**config.mk**
```make
export PLATFORM = sky130hd
export DESIGN_NAME = cmpm_track
export DESIGN_NICKNAME = d
export VERILOG_FILES = /design/src/hdl/cmpm_pkg.sv /design/src/hdl/cmpm_track.sv
export SDC_FILE = /design/constraint.sdc
export NUM_CORES = 1
export LEC_CHECK = 0
export ABC_CLOCK_PERIOD_IN_PS = 4700
export BUFFER_PORTS_ARGS = -buffer_cell sky130_fd_sc_hd__clkbuf_2
export CAP_MARGIN = 20
export CORE_MARGIN = 2
export CORE_UTILIZATION = 35
export DETAILED_ROUTE_END_ITERATION = 10
export PLACE_DENSITY_LB_ADDON = 0.08
export SYNTH_ARGS = -nofsm -noshare
export SYNTH_HDL_FRONTEND = slang
export SYNTH_SLANG_ARGS = --single-unit
```
**constraint.sdc**
```tcl
create_clock -name clk -period 4.7 [get_ports clk]
set_input_delay 0.235 -clock clk [delete_from_list [all_inputs] [get_ports clk]]
set_output_delay 0.235 -clock clk [all_outputs]
set_load 0.03 [all_outputs]
```
**src/hdl/cmpm_pkg.sv**
```systemverilog
`timescale 1ns / 1ps
// ----------------------------------------------------------------------------
// cmpm_pkg: shared definitions of the caseless multi-pattern matcher
// Sizes, operation codes, the queue entry and stage records, and the
// ASCII case folding helpers.
// ----------------------------------------------------------------------------
package cmpm_pkg;

  localparam int NUM_PATTERNS    = 4;
  localparam int MAX_PATTERN_LEN = 64;

  localparam int OP_W    = 2;
  localparam int DATA_W  = 16;
  localparam int SLOT_W  = 2;
  localparam int LEN_W   = 7;
  localparam int POS_W   = (MAX_PATTERN_LEN > 1) ? $clog2(MAX_PATTERN_LEN) : 1;
  localparam int COUNT_W = 32;

  localparam logic [COUNT_W-1:0] SCAN_LIMIT_RESET = 32'd10485760;

  localparam int QUEUE_DEPTH = 2;
  localparam int QPTR_W      = (QUEUE_DEPTH > 1) ? $clog2(QUEUE_DEPTH) : 1;
  localparam int QCNT_W      = $clog2(QUEUE_DEPTH + 1);

  localparam logic [7:0] CHAR_UPPER_A = 8'h41;
  localparam logic [7:0] CHAR_UPPER_Z = 8'h5A;
  localparam logic [7:0] CASE_OFFSET  = 8'h20;

  typedef enum logic [OP_W-1:0] {
    OP_SCAN     = 2'd0,
    OP_WRITE    = 2'd1,
    OP_LENGTH   = 2'd2,
    OP_RESERVED = 2'd3
  } op_t;

  typedef enum logic [1:0] {
    K_NOP,
    K_SCAN,
    K_WRITE,
    K_LENGTH
  } kind_t;

  // One classified item as it waits in the queue.
  typedef struct packed {
    kind_t             kind;
    logic [SLOT_W-1:0] slot;
    logic [POS_W-1:0]  pos;
    logic [LEN_W-1:0]  len;
    logic              wide;
    logic              last;
    logic [7:0]        scan_byte;
    logic [7:0]        key_narrow;
    logic [15:0]       key_wide;
  } entry_t;

  // Compare results handed from the compare stage to the tracking stage.
  typedef struct packed {
    kind_t                                          kind;
    logic [SLOT_W-1:0]                              slot;
    logic                                           last;
    logic [NUM_PATTERNS-1:0]                        adv;
    logic [NUM_PATTERNS-1:0][MAX_PATTERN_LEN-1:0]   mask;
    logic [NUM_PATTERNS-1:0][POS_W-1:0]             hit_pos;
  } stage_t;

  function automatic logic [7:0] fold8(logic [7:0] v);
    logic [7:0] r;
    r = v;
    if (v >= CHAR_UPPER_A && v <= CHAR_UPPER_Z) begin
      r = v + CASE_OFFSET;
    end
    return r;
  endfunction

  function automatic logic [15:0] fold16(logic [15:0] v);
    logic [15:0] r;
    r = v;
    if (v >= {8'h00, CHAR_UPPER_A} && v <= {8'h00, CHAR_UPPER_Z}) begin
      r = v + {8'h00, CASE_OFFSET};
    end
    return r;
  endfunction

endpackage

```
**src/hdl/cmpm_track.sv**
```systemverilog
`timescale 1ns / 1ps
// ----------------------------------------------------------------------------
// cmpm_track: shift-and state, found flag and result register
// Advances the partial matches of each pattern and registers one result for
// every item.
// ----------------------------------------------------------------------------
module cmpm_track (
  input  logic             clk,
  input  logic             rst,
  input  logic             stage_valid,
  input  cmpm_pkg::stage_t stage,
  output logic             stage_ready,
  output logic             out_valid,
  input  logic             out_ready,
  output logic             pattern_found,
  output logic             region_done
);

  logic [cmpm_pkg::NUM_PATTERNS-1:0][cmpm_pkg::MAX_PATTERN_LEN-1:0] partial;
  logic [cmpm_pkg::NUM_PATTERNS-1:0][cmpm_pkg::MAX_PATTERN_LEN-1:0] partial_next;
  logic [cmpm_pkg::NUM_PATTERNS-1:0]                                hit;
  logic                                                             found_flag;
  logic                                                             found_now;
  logic                                                             advance;
  logic                                                             is_scan;

  assign stage_ready = !out_valid || out_ready;
  assign advance     = stage_valid && stage_ready;
  assign is_scan     = stage.kind == cmpm_pkg::K_SCAN;

  always_comb begin
    for (int s = 0; s < cmpm_pkg::NUM_PATTERNS; s++) begin
      partial_next[s] = ((partial[s] << 1) | cmpm_pkg::MAX_PATTERN_LEN'(1)) & stage.mask[s];
      hit[s]          = stage.adv[s] && partial_next[s][stage.hit_pos[s]];
    end
    found_now = found_flag || (|hit);
  end

  always_ff @(posedge clk) begin
    if (rst) begin
      partial    <= '0;
      found_flag <= 1'b0;
      out_valid  <= 1'b0;
    end else begin
      if (advance) begin
        out_valid <= 1'b1;
      end else if (out_ready) begin
        out_valid <= 1'b0;
      end
      if (advance) begin
        case (stage.kind)
          cmpm_pkg::K_SCAN: begin
            if (stage.last) begin
              partial    <= '0;
              found_flag <= 1'b0;
            end else begin
              for (int s = 0; s < cmpm_pkg::NUM_PATTERNS; s++) begin
                if (stage.adv[s]) begin
                  partial[s] <= partial_next[s];
                end
              end
              found_flag <= found_now;
            end
          end
          cmpm_pkg::K_LENGTH: begin
            partial[stage.slot] <= '0;
          end
          default: begin
          end
        endcase
      end
    end
  end

  always_ff @(posedge clk) begin
    if (advance) begin
      pattern_found <= is_scan && found_now;
      region_done   <= is_scan && stage.last;
    end
  end

endmodule

```
# --- Word level (Yosys, flattened, before mapping) ---
# Cells that the tools add are included.
word_totals:
  n_memories: 0
  mem_bits_rw: 0
  ff_bits: 260
  inputBits: 293
  mem_bits_ro: 0
  output_inout_bits: 4
  latch_bits: 0
  word_cells: 64
op_classes:
  n_lt_le_gt_ge: 6
  mul: 0
  n_mux: 19
  bitwise: 6
  n_eq_ne: 6
  add_sub_neg: 0
  reduce_logical: 19
  n_shift: 0
  div_mod_pow: 0
ops:
  columns: ["operator", "count"]
  rows:
  - ["$pmux W256 S2", 1]
  - ["$mux W64", 5]
  - ["$and A256 B256 Y256", 1]
  - ["$and A64 B64 Y64", 4]
  - ["$mux W256", 1]
  - ["$not A256 Y256", 1]
  - ["$demux W64 S2", 1]
  - ["$lt A6 B7 Y1 const B", 4]
  - ["$bmux W1 S6", 4]
  - ["$ne A3 B3 Y1 const B", 4]
  - ["$reduce_and A3 Y1", 4]
  - ["$logic_and A1 B1 Y1", 8]
  - ["$mux W1", 7]
  - ["$reduce_bool A2 Y1", 2]
  - ["$reduce_or A4 Y1", 1]
  - ["$lt A2 B3 Y1 const B", 1]
  - ["$eq A2 B1 Y1 const B", 1]
  - ["$eq A2 B2 Y1 const B", 1]
  - ["$ge A2 B1 Y1 const B", 1]
  - ["$logic_or A1 B1 Y1", 2]
  - ["$reduce_and A2 Y1", 1]
  - ["$logic_not A1 Y1", 1]

# --- Logic depth before layout (Yosys ltp) ---
# Gate-level depths: netlist (run 1).
depth:
  ltp_word: 7
  mapped_depth: 10
  mapped_depth_nobuf: 7

# --- Worst setup path after synthesis (run 1) ---
# OpenSTA, ideal clock, no wires.
synth_path:
  path_kind: "input to register"
  from: "in stage[18] (netlist bit)"
  to: "reg pattern_found (data pin)"
  path_buffers: 2
  stages: 9
  arrival_ns: 1.746
  setup_slack_ns: 2.687
  setup_time_ns: 0.267
  t_required_ns: 4.433
  path_cell_list: "buf_6 buf_8 nand3_2 o21ai_1 mux4_2 a211oi_2 o22ai_1 nor4_2 a21oi_1"
synth_via:
  elab_chain_len: 6
synth_rtl:
  columns: ["element", "line", "rtl"]
  rows:
  - ["from (decl)", "cmpm_track.sv:11", "input cmpm_pkg::stage_t stage,"]
  - ["$bmux W1 S6", "cmpm_track.sv:34", "hit[s] = stage.adv[s] && partial_next[s][stage.hit_pos[s]];"]
  - ["$mux W1 (not written as such)", "cmpm_track.sv:34", null]
  - ["$logic_and A1 B1 Y1", "cmpm_track.sv:34", null]
  - ["$reduce_or A4 Y1", "cmpm_track.sv:36", "found_now = found_flag || (|hit);"]
  - ["$logic_or A1 B1 Y1", "cmpm_track.sv:36", null]
  - ["$logic_and A1 B1 Y1", "cmpm_track.sv:77", "pattern_found <= is_scan && found_now;"]
  - ["to (signal assigned)", "cmpm_track.sv:77", null]
  - ["to (decl)", "cmpm_track.sv:15", "output logic pattern_found,"]
# Every way passes these cells. The select of a mux whose other input is x is not followed.
# A chain may end at the register's enable or synchronous reset.

# --- Worst setup path after layout (run 1) ---
layout_path:
  from: "reg out_valid"
  to: "reg partial[21] (netlist bit)"
layout_via:
  elab_chain_len: 4
layout_rtl:
  columns: ["element", "line", "rtl"]
  rows:
  - ["from (decl)", "cmpm_track.sv:13", "output logic out_valid,"]
  - ["from (signal assigned)", "cmpm_track.sv:43", "out_valid <= 1'b0;"]
  - ["from (signal assigned)", "cmpm_track.sv:46", "out_valid <= 1'b1;"]
  - ["from (signal assigned)", "cmpm_track.sv:48", "out_valid <= 1'b0;"]
  - ["$logic_not A1 Y1", "cmpm_track.sv:27", "assign stage_ready = !out_valid || out_ready;"]
  - ["$logic_or A1 B1 Y1", "cmpm_track.sv:27", null]
  - ["$logic_and A1 B1 Y1", "cmpm_track.sv:28", "assign advance = stage_valid && stage_ready;"]
  - ["$reduce_and A3 Y1 (no line)", null, null]
  - ["to (signal, indexed assignment)", "cmpm_track.sv:59", "partial[s] <= partial_next[s];"]
  - ["to (decl)", "cmpm_track.sv:19", "logic [cmpm_pkg::NUM_PATTERNS-1:0][cmpm_pkg::MAX_PATTERN_LEN-1:0] partial;"]
# Every way passes these cells.

==> impl_results.md, run 1 <==
- Status: complete, no violations
- Sequential area share after synthesis: between 40 and 50%
- CTS buffer count: 31
- R2R Setup Slk: about 1900 ps
- Avg Cell Area, Syn: between 8 and 9 µm²
- Worst VDD drop: roughly 260 µV
- Synth Instances: 1,387
- Worst Tran Pin Value: 1030 ps
- Total track usage: between 20 and 25%
- RSZ-0062 raised after global routing: false
- Synth cell types: 60
- # H-tree levels: 1
- Worst Path Required: about 5200 ps
- Number of max-cap violations: 0
- Final Cycle Share: slightly below 60%
- Global-route wire length before repair: roughly 65,000 µm
- Initial DRC count: 760
- Synth Area in Adders: 0%
- Most common cell in the netlist: nor2_1
- Top cells by count, synth: nor2_1, dfxtp_1, a32oi_1
- Setup TNS: 0 ps
- Yosys top cell area share: 42.3%
- Post-synthesis mux area share: 3.08%
- Die area: approximately 36,000 µm²
- Via count: about 13,000
- Clk Tree Root Cell: clkbuf_16
- Simple-gate area share of the yosys netlist: between 10% and 20%
- Overflow after GRT: 0
- Drt pass-1 iters: 7
- Fin crit period: approximately 2800 ps
- GPL Wtd Cong: slightly below 0.8
- Finished Cell Area: roughly 17,000 µm²
- Top post-synthesis cells by area: dfxtp_1, a32oi_1, nor2_1
- Max Slew Vio Count: 0
- Initial antenna violation count: 7
- Yosys reg bits: between 200 and 300
- CTS tree: done
- Worst-path clk slew: ~60 ps
- Final Setup Violations: 0
- Core box area: 33,700 µm²
- Clock buffer depth: 3
- Post-DR vias/cell: between 5 and 6
- End of the critical path: partial[21]$_SDFFE_PP0P_
- Layout cells sized above 1: between 20 and 25%
- Synth Area in Compound Gates: ~29%
- Largest net degree at the start of global routing: about 130
- # DRC: 0
- Post-synth EDFFs: 2
- R2R Path End: partial[21]$_SDFFE_PP0P_
- Skew-Pair Late Insertion Delay: between 500 and 600 ps
- Critical Path Start: out_valid$_SDFFE_PP0P_
- Routed Antenna Nets: 0
- Nets: 2,147
- Syn Nets: between 1,500 and 2,000
- Initial core utilization: between 30% and 40%
- CTS sink cnt: around 260
- Vias in the first global route: around 13,000
- PortBufs: 296
- Power per standard cell area: approximately 300 nW/µm²
- FMAX: 358 MHz
- Dpl hpwl: 26,000 µm
- Async SR Flop Fraction: 0%
- Synthesized area: approximately 12,000 µm²
- Total wire length: around 40,000 µm
- Largest family of logic cells by synthesized area: compound AO/OA/AOI/OAI gates
- Final Skew: about 9.4 ps
- Area growth from synthesis to layout: 42.5%
- Chip height: 189 µm
- Leakage: approximately 6.3 nW
- Slew HR: between 30% and 40%
- Final Hold Viols: 0
- I/O Pins: ~300
- Chip Width: approximately 190 µm
- XOR/XNOR Fraction of Synth Area: 0%
- Crit. End Element: flop
- Row count: 67
- Max Fanout on Critical Path: 47
- CP Class: reg -> reg
- FF-to-FF Start: out_valid$_SDFFE_PP0P_
- Worst hold path class: in -> reg
- Startpoint types: flop
- Synth warn: 0
- Largest area contributor in the netlist: dfxtp_1
- Placed Area: 13,600 µm²
- CP Data Arrival Time: between 3000 and 4000 ps
- FF-to-FF path depth: 7
- Post-DR wirelength/cell: 17.7 µm
- Synth Flop Type: dfxtp_1
report_power, final:
group	internal (mW)	total [mW]	switching, mW	leakage (nW)
sequential	2.18	2.18	0.00124	2.06
clock	1.44	2.37	0.932	0.495
combinational	0.273	0.571	0.297	3.73
worst min-delay path by stage:
| stage | start | endpoint | cells after the start |
|---|---|---|---|
| floorplan | stage_valid | out_valid$_SDFFE_PP0P_ | 2 |
| global placement | partial[126]$_SDFFE_PP0P_ | partial[126]$_SDFFE_PP0P_ | 2 |
| detailed placement | partial[62]$_SDFFE_PP0P_ | partial[62]$_SDFFE_PP0P_ | 2 |
| CTS | stage[287] | region_done$_DFFE_PP_ | 3 |
| global route | stage[287] | region_done$_DFFE_PP_ | 3 |
| finish | stage[287] | region_done$_DFFE_PP_ | 3 |
cells by family (layout without fill, tap and decap cells):
group | count (synthesis) | count (layout)
and+or+nand+nor | 540 | 540
AOI/OAI and AO/OA | 431 | 431
DFF | 256 | 256
buffers and inverters | 143 | 630
muxes | 17 | 17
other | 0 | 7
metal layers:
metal	up-vias	share of wire, %	routed length (µm)	GRT usage [%]
met1	6220	45	18400	30.2
met2	429	46	18900	35.1
met5	-	0.032	13	0
met4	2	2.5	1040	6.20
met3	59	6.5	2690	4.37
li1	6314	-	-	-
registers in the layout (all words and copies together) (netlist names):
signal and count:
partial 252, found_flag 1, out_valid 1, pattern_found 1, region_done 1
what timing repair did:
item	CTS	global route
gates resized for setup	0	0
buffers inserted	0	0
endpoints found under the hold margin	253	0
hold buffers	253	0
per-stage QoR:
step / hold WS [ps] / utilization (%) / power [mW] / worst slack [ps] / std cells
finish: 79.0 / 50.8 / 5.12 / 1910 / 2329
global route: 126 / 50.8 / 5.32 / 1690 / 2328
CTS: 57.8 / 50.8 / 5.20 / 1920 / 2322
detailed placement: 477 / 40.3 / 2.62 / 1700 / 2016
global placement: 467 / 40.3 / 2.62 / 1150 / 2015
floorplan: 364 / - / 2.41 / 2690 / 1387
layout make-up:
class                           count  area (µm²)
Antenna cell                        7        17.5
Clock buffer                       46         913
Clock inverter                      7        88.8
Fill cell                        3261       16600
Inverter                           18        67.6
Multi-Input combinational cell    988        6230
Sequential cell                   256        5140
Tap cell                          448         561
Timing Repair Buffer              559        4110
cell usage in the layout, fill, tap and decap left out, drive strengths merged, types with 4 or more instances in the layout:
cell type    synthesis  layout
nand3b               8       8
dfxtp              254     254
nor2               256     256
a311o                5       5
mux4                16      16
nand2b               6       6
diode                0       7
and3                 4       4
a2111oi              5       5
clkbuf              72     342
a311oi               7       7
dlygate4sd3          0     253
o211ai              37      37
o311ai               8       8
and2                 4       4
a21oi               12      12
a32oi              248     248
nand2              122     122
a22oi                4       4
nor4                 7       7
nand3              111     111
inv                 18      19
o21ai               70      70
buf                 53      10
and3b                7       7
o2111ai              4       4
a211oi               6       6
clkinv               0       4
o2111a               4       4
worst max-delay path: stages (launching register included):
cell,delay [ps]
dfxtp_1,330
nand2b_1,210
nand2_1,130
nor3_1,500
and2_2,890
buf_4,370
a32oi_1,120
nor2_1,130
Note: power is estimated with default switching activity, not from simulation.
==> run 2: changes to the inputs <==
ABC_CLOCK_PERIOD_IN_PS = 2300   (was 4700)
clock period = 2.3 ns   (was 4.7 ns; I/O delays follow)
==> impl_results.md, run 2 (synthesized netlist as in run 1, its figures left out) <==
- Status: complete, no violations
- PortBufs: ~300
- Drt pass-1 iters: 5
- CTS tree: done
- Leakage: 6.72 nW
- Power per standard cell area: 601 nW/µm²
- Routed Antenna Nets: 0
- Commonest cells after routing, fill and taps aside: clkbuf_2, nor2_1, dlygate4sd3_1, dfxtp_1, a32oi_1
- RSZ-0062 raised after global routing: true
- Worst Tran Pin Value: between 700 and 800 ps
- Core box area: about 34,000 µm²
- GPL Wtd Cong: ~0.81
- Hold Path Cell Cnt: 2
- Nets: 2,215
- CP Data Arrival Time: approximately 2500 ps
- Clk Tree Root Cell: clkbuf_16
- Pre-CTS WS: -184 ps
- Max Slew Vio Count: 0
- Clock buffer depth: 3
- Largest register FFs: 252
- Final Skew: approximately 23 ps
- CTS buffer count: 30
- R2R Setup Slk: roughly 120 ps
- Total track usage: between 20% and 30%
- Chip height: between 150 and 200 µm
- Hold EP: partial[109]$_SDFFE_PP0P_
- Post-DR vias/cell: approximately 5.5
- Post-DR wirelength/cell: ~18 µm
- Area growth from synthesis to layout: 48.8%
- Row count: between 60 and 70
- Global-route wire length before repair: 67,100 µm
- FF-to-FF path depth: 7
- Hold Crit Start: rst
- Overflow after GRT: 0
- # DRC: 0
- Clock power share: 46.6%
- # H-tree levels: 1
- Worst VDD drop: just under 600 µV
- FMAX: about 460 MHz
- Final Cycle Share: about 95%
- Worst hold path class: in -> reg
- Sequential power share: 41.4%
- Sw frac: 24.1%
- Initial antenna violation count: 4
- CTS sink cnt: around 260
- Worst Path Required: 2580 ps
- Internal: roughly 8.2 mW
- Pwr Total: about 11 mW
- Startpoint types: flop
- Setup bufs post-CTS: 0
- CP Class: reg -> reg
- Setup WS post-layout: ~120 ps
- Initial DRC count: ~770
- FF-to-FF Start: partial[140]$_SDFFE_PP0P_
- Dpl hpwl: ~28,000 µm
- Layout cells sized above 1: 23.7%
- Biggest register: partial
- Vias in the first global route: about 13,000
- Crit. End Element: flop
- Largest net degree at the start of global routing: slightly above 80
- Commonest non-fill, non-tap cell in the layout: clkbuf_2
- Number of max-cap violations: 0
- Combinational group share of total power: 12.0%
- Total wire length: approximately 42,000 µm
- Via count: 13,200
- Final Hold Viols: 0
- P_sw: roughly 2.6 mW
- Max Fanout on Critical Path: 3
- Fin crit period: about 2200 ps
- Min Hold Slack: around 18 ps
- Initial core utilization: 35.7%
- Slew HR: between 40% and 50%
- Worst-path clk slew: ~60 ps
- I/O Pins: 297
- Chip Width: roughly 190 µm
- Skew-Pair Late Insertion Delay: 560 ps
- R2R Path End: pattern_found$_DFFE_PP_
- Final Setup Violations: 0
- Die area: ~36,000 µm²
-- run 2: changes by cell type in the layout (fill, tap and decap cells not counted), moves of 3 or more --
cell | previous run | this run
clkbuf_8 | 7 | 10
buf_4 | 8 | 60
clkbuf_1 | 8 | 5
buf_12 | 1 | 15
diode_2 | 7 | 4
-- run 2: area by class of cell --
cell class	instances	area, µm²
inverters	18	67.6
fillers	3261	15800
well taps	448	561
clock inverters	9	121
repair buffers	628	4820
diodes	4	10.0
flip-flops and latches	256	5140
multi-input cells	988	6240
clock buffers	45	918
-- run 2: power groups by stage --
stage | registers, mW | logic, mW | clock network, mW
3_3_place_gp | 4.55 | 0.924 | 0
4_1_cts | 4.45 | 1.28 | 5.13
6_report | 4.45 | 1.29 | 5.01
5_1_grt | 4.45 | 1.39 | 5.30
2_1_floorplan | 4.55 | 0.376 | 0
3_5_place_dp | 4.55 | 0.926 | 0
-- run 2: timing repair --
item                                    in CTS  in global routing
endpoints found under the setup margin       1                  2
endpoints found under the hold margin      254                  0
pin swaps                                    0                  2
hold buffers                               255                  0
resized for setup                            1                  2
-- run 2: metal layers --
metal | vias to the layer above | track usage (%) | share of wire (%)
met4 | 2 | 6.32 | 2.8
met5 | - | 0 | 0.026
met2 | 393 | 37.8 | 46
met1 | 6307 | 30.1 | 46
met3 | 80 | 3.71 | 5.3
li1 | 6448 | - | -
-- run 2: worst max-delay path by stage --
stage | slack (ps) | endpoint | from
after floorplan | 290 | partial[100]$_SDFFE_PP0P_ | out_valid$_SDFFE_PP0P_
after global placement | -190 | found_flag$_SDFFE_PP0P_ | stage[0]
after detailed placement | -180 | found_flag$_SDFFE_PP0P_ | stage[0]
after CTS | 20 | pattern_found$_DFFE_PP_ | partial[15]$_SDFFE_PP0P_
after global routing | -20 | found_flag$_SDFFE_PP0P_ | partial[33]$_SDFFE_PP0P_
final | 120 | pattern_found$_DFFE_PP_ | partial[140]$_SDFFE_PP0P_
-- run 2: worst max-delay path: stages (launching register included) --
cell and delay, ps:
dfxtp_1 340, nand3_2 60, o21ai_1 60, mux4_2 490
o311ai_1 250, nor4_1 100, nor4_1 480, a21oi_1 130
-- run 2: stage by stage --
step           area, µm²  util (%)  setup TNS (ps)  cells
2_1_floorplan      12000         -               0   1387
3_3_place_gp       14200      42.3            -304   2081
3_5_place_dp       14300      42.3            -306   2082
4_1_cts            17900      53.0               0   2391
5_1_grt            17900      53.1           -40.2   2395
6_report           17900      53.1               0   2396
==> run 3: changes to the inputs <==
--- a/config.mk
+++ b/config.mk
@@ -6,5 +6,5 @@
 export NUM_CORES = 1
 export LEC_CHECK = 0
-export ABC_CLOCK_PERIOD_IN_PS = 2300
+export ABC_CLOCK_PERIOD_IN_PS = 2500
 export BUFFER_PORTS_ARGS = -buffer_cell sky130_fd_sc_hd__clkbuf_2
 export CAP_MARGIN = 20
==> constraint.sdc (replaced) <==
create_clock -name clk -period 2.5 [get_ports clk]
set_input_delay 0.25 -clock clk [delete_from_list [all_inputs] [get_ports clk]]
set_output_delay 0.25 -clock clk [all_outputs]
set_load 0.03 [all_outputs]
==> impl_results.md, run 3 (synthesized netlist as in run 1, its figures left out) <==
- GRT busiest layer: met2
- Largest register FFs: 252
- # H-tree levels: 1
- Fin crit period: around 2400 ps
- # DRC: 0
- Cts repair resizes: 0
- Drt pass-1 iters: 5
- Core box area: about 34,000 µm²
- Commonest cells after routing, fill and taps aside: clkbuf_2, nor2_1, dfxtp_1, a32oi_1, dlygate4sd3_1
- Status: complete, no violations
- Met1 Track Usage GR: 30.2%
- Worst VDD drop: a little under 500 µV
- Crit. End Element: flop
- Setup TNS: 0 ps
- Worst hold path class: in -> reg
- Slew HR: around 49%
- Via count: 13,000
- Skew-Pair Late Insertion Delay: 550 ps
- Layout cells sized above 1: 22.7%
- Number of max-cap violations: 0
- Initial DRC count: ~790
- GPL Wtd Cong: around 0.8
- Dpl hpwl: 27,800 µm
- Worst stage delay on the critical path: 540 ps
- Commonest non-fill, non-tap cell in the layout: clkbuf_2
- # hold bufs at CTS: ~250
- Largest net degree at the start of global routing: 90
- Min Hold Slack: 19.8 ps
- Power per standard cell area: approximately 550 nW/µm²
- CTS tree: done
- CTS buffer count: 31
- Worst-path clk slew: about 60 ps
- Max Fanout on Critical Path: 2
- Clk Tree Root Cell: clkbuf_16
- I/O Pins: approximately 300
- RSZ-0062 raised after global routing: false
- Post-DR wirelength/cell: 17.5 µm
- Startpoint types: input port
- Total track usage: approximately 22%
- PortBufs: between 200 and 300
- Vias in the first global route: ~13,000
- Cells along the critical path: dlygate4sd3_1 > clkbuf_2 > nand3_1 > o21ai_0 > mux4_2 > a211oi_2 > o22ai_1 > nor4_2 > a21oi_1
- Final Cycle Share: between 90% and 100%
- Leakage: between 6 and 7 nW
- Met2 Track Usage GR: a little over a third
- Final Setup Violations: 0
- CTS sink cnt: 256
- Total wire length: between 40,000 and 50,000 µm
- Setup bufs post-CTS: 0
- Inst Count DP: between 2,000 and 2,500
- Overflow after GRT: 0
- Initial antenna violation count: 5
- Nets: 2,188
- Biggest register: partial
- Die area: approximately 36,000 µm²
- CP Data Arrival Time: 2650 ps
- Max Slew Vio Count: 0
- Post-DR vias/cell: around 5.5
- Top delay family on crit path: compound AO/OA/AOI/OAI gates
- Initial core utilization: a little over a third
- Worst Path Required: between 2000 and 3000 ps
- Final Skew: between 8 and 9 ps
- Global-route wire length before repair: 66,000 µm
- Area growth from synthesis to layout: 46.7%
- Worst Path Buf+Inv: 2
- Slowest CP cell: dlygate4sd3_1
- Met3 usage: 3.78%
- Clock buffer depth: 3
- Worst Tran Pin Value: between 700 and 800 ps
- Util after Layout: between 50% and 60%
- FMAX: 422 MHz
- Routed Antenna Nets: 0
- Chip height: around 190 µm
- Post-Layout Cell Count: 2,370
- Final Hold Viols: 0
- Chip Width: roughly 190 µm
- CP Class: in -> reg
- Row count: 67
## run 3: cell count changes in the layout (fill, tap and decap cells not counted), moves of 2 or more
cell           before  now
dlygate4sd3_1     255  247
buf_4              60   37
clkbuf_1            5    8
buf_12             15   19
clkinvlp_4          0    2
bufinv_16           3    1
## run 3: area by class of cell
type	instances	area, µm²
fillers	3211	16100
diodes	5	12.5
multi-input cells	988	6230
inverters	18	67.6
flip-flops and latches	256	5140
well taps	448	561
clock inverters	7	65.1
clock buffers	48	930
repair buffers	600	4640
## run 3: worst paths after layout
path | startpoint | to | slack [ps] | depth (start not counted)
setup / recovery | stage[221] | pattern_found$_DFFE_PP_ | 130 | 9
hold / removal | stage[99] | partial[75]$_SDFFE_PP0P_ | 20 | 3
setup reg to reg | partial[222]$_SDFFE_PP0P_ | pattern_found$_DFFE_PP_ | 170 | 7
hold reg to reg | partial[126]$_SDFFE_PP0P_ | partial[126]$_SDFFE_PP0P_ | 490 | 2
## run 3: metal layers
| metal | share of wire [%] | up-vias |
|---|---|---|
| met5 | 0.046 | - |
| met4 | 3.1 | 2 |
| met3 | 5.8 | 73 |
| met2 | 45 | 406 |
| met1 | 46 | 6104 |
| li1 | - | 6383 |
## run 3: worst register-to-register path, stage by stage (launching register included)
cell and delay, ps:
dfxtp_1 320, nand3_1 80, o21ai_0 80, mux4_2 510, o221ai_1 340, o22ai_1 210, nor4_2 420, a21oi_1 110
## run 3: stage by stage
stage	area (µm²)	total power [mW]	setup WS [ps]
floorplan	12000	4.53	472
global placement	14100	5.03	-39.9
detailed placement	14100	5.03	-128
CTS	17600	9.75	117
global route	17600	10.0	28.3
finish	17600	9.65	132
## run 3: power breakdown
| part | switching, mW | internal, mW |
|---|---|---|
| registers | 0.00236 | 4.09 |
| logic | 0.581 | 0.584 |
| clock network | 1.76 | 2.63 |
| total | 2.34 | 7.30 |
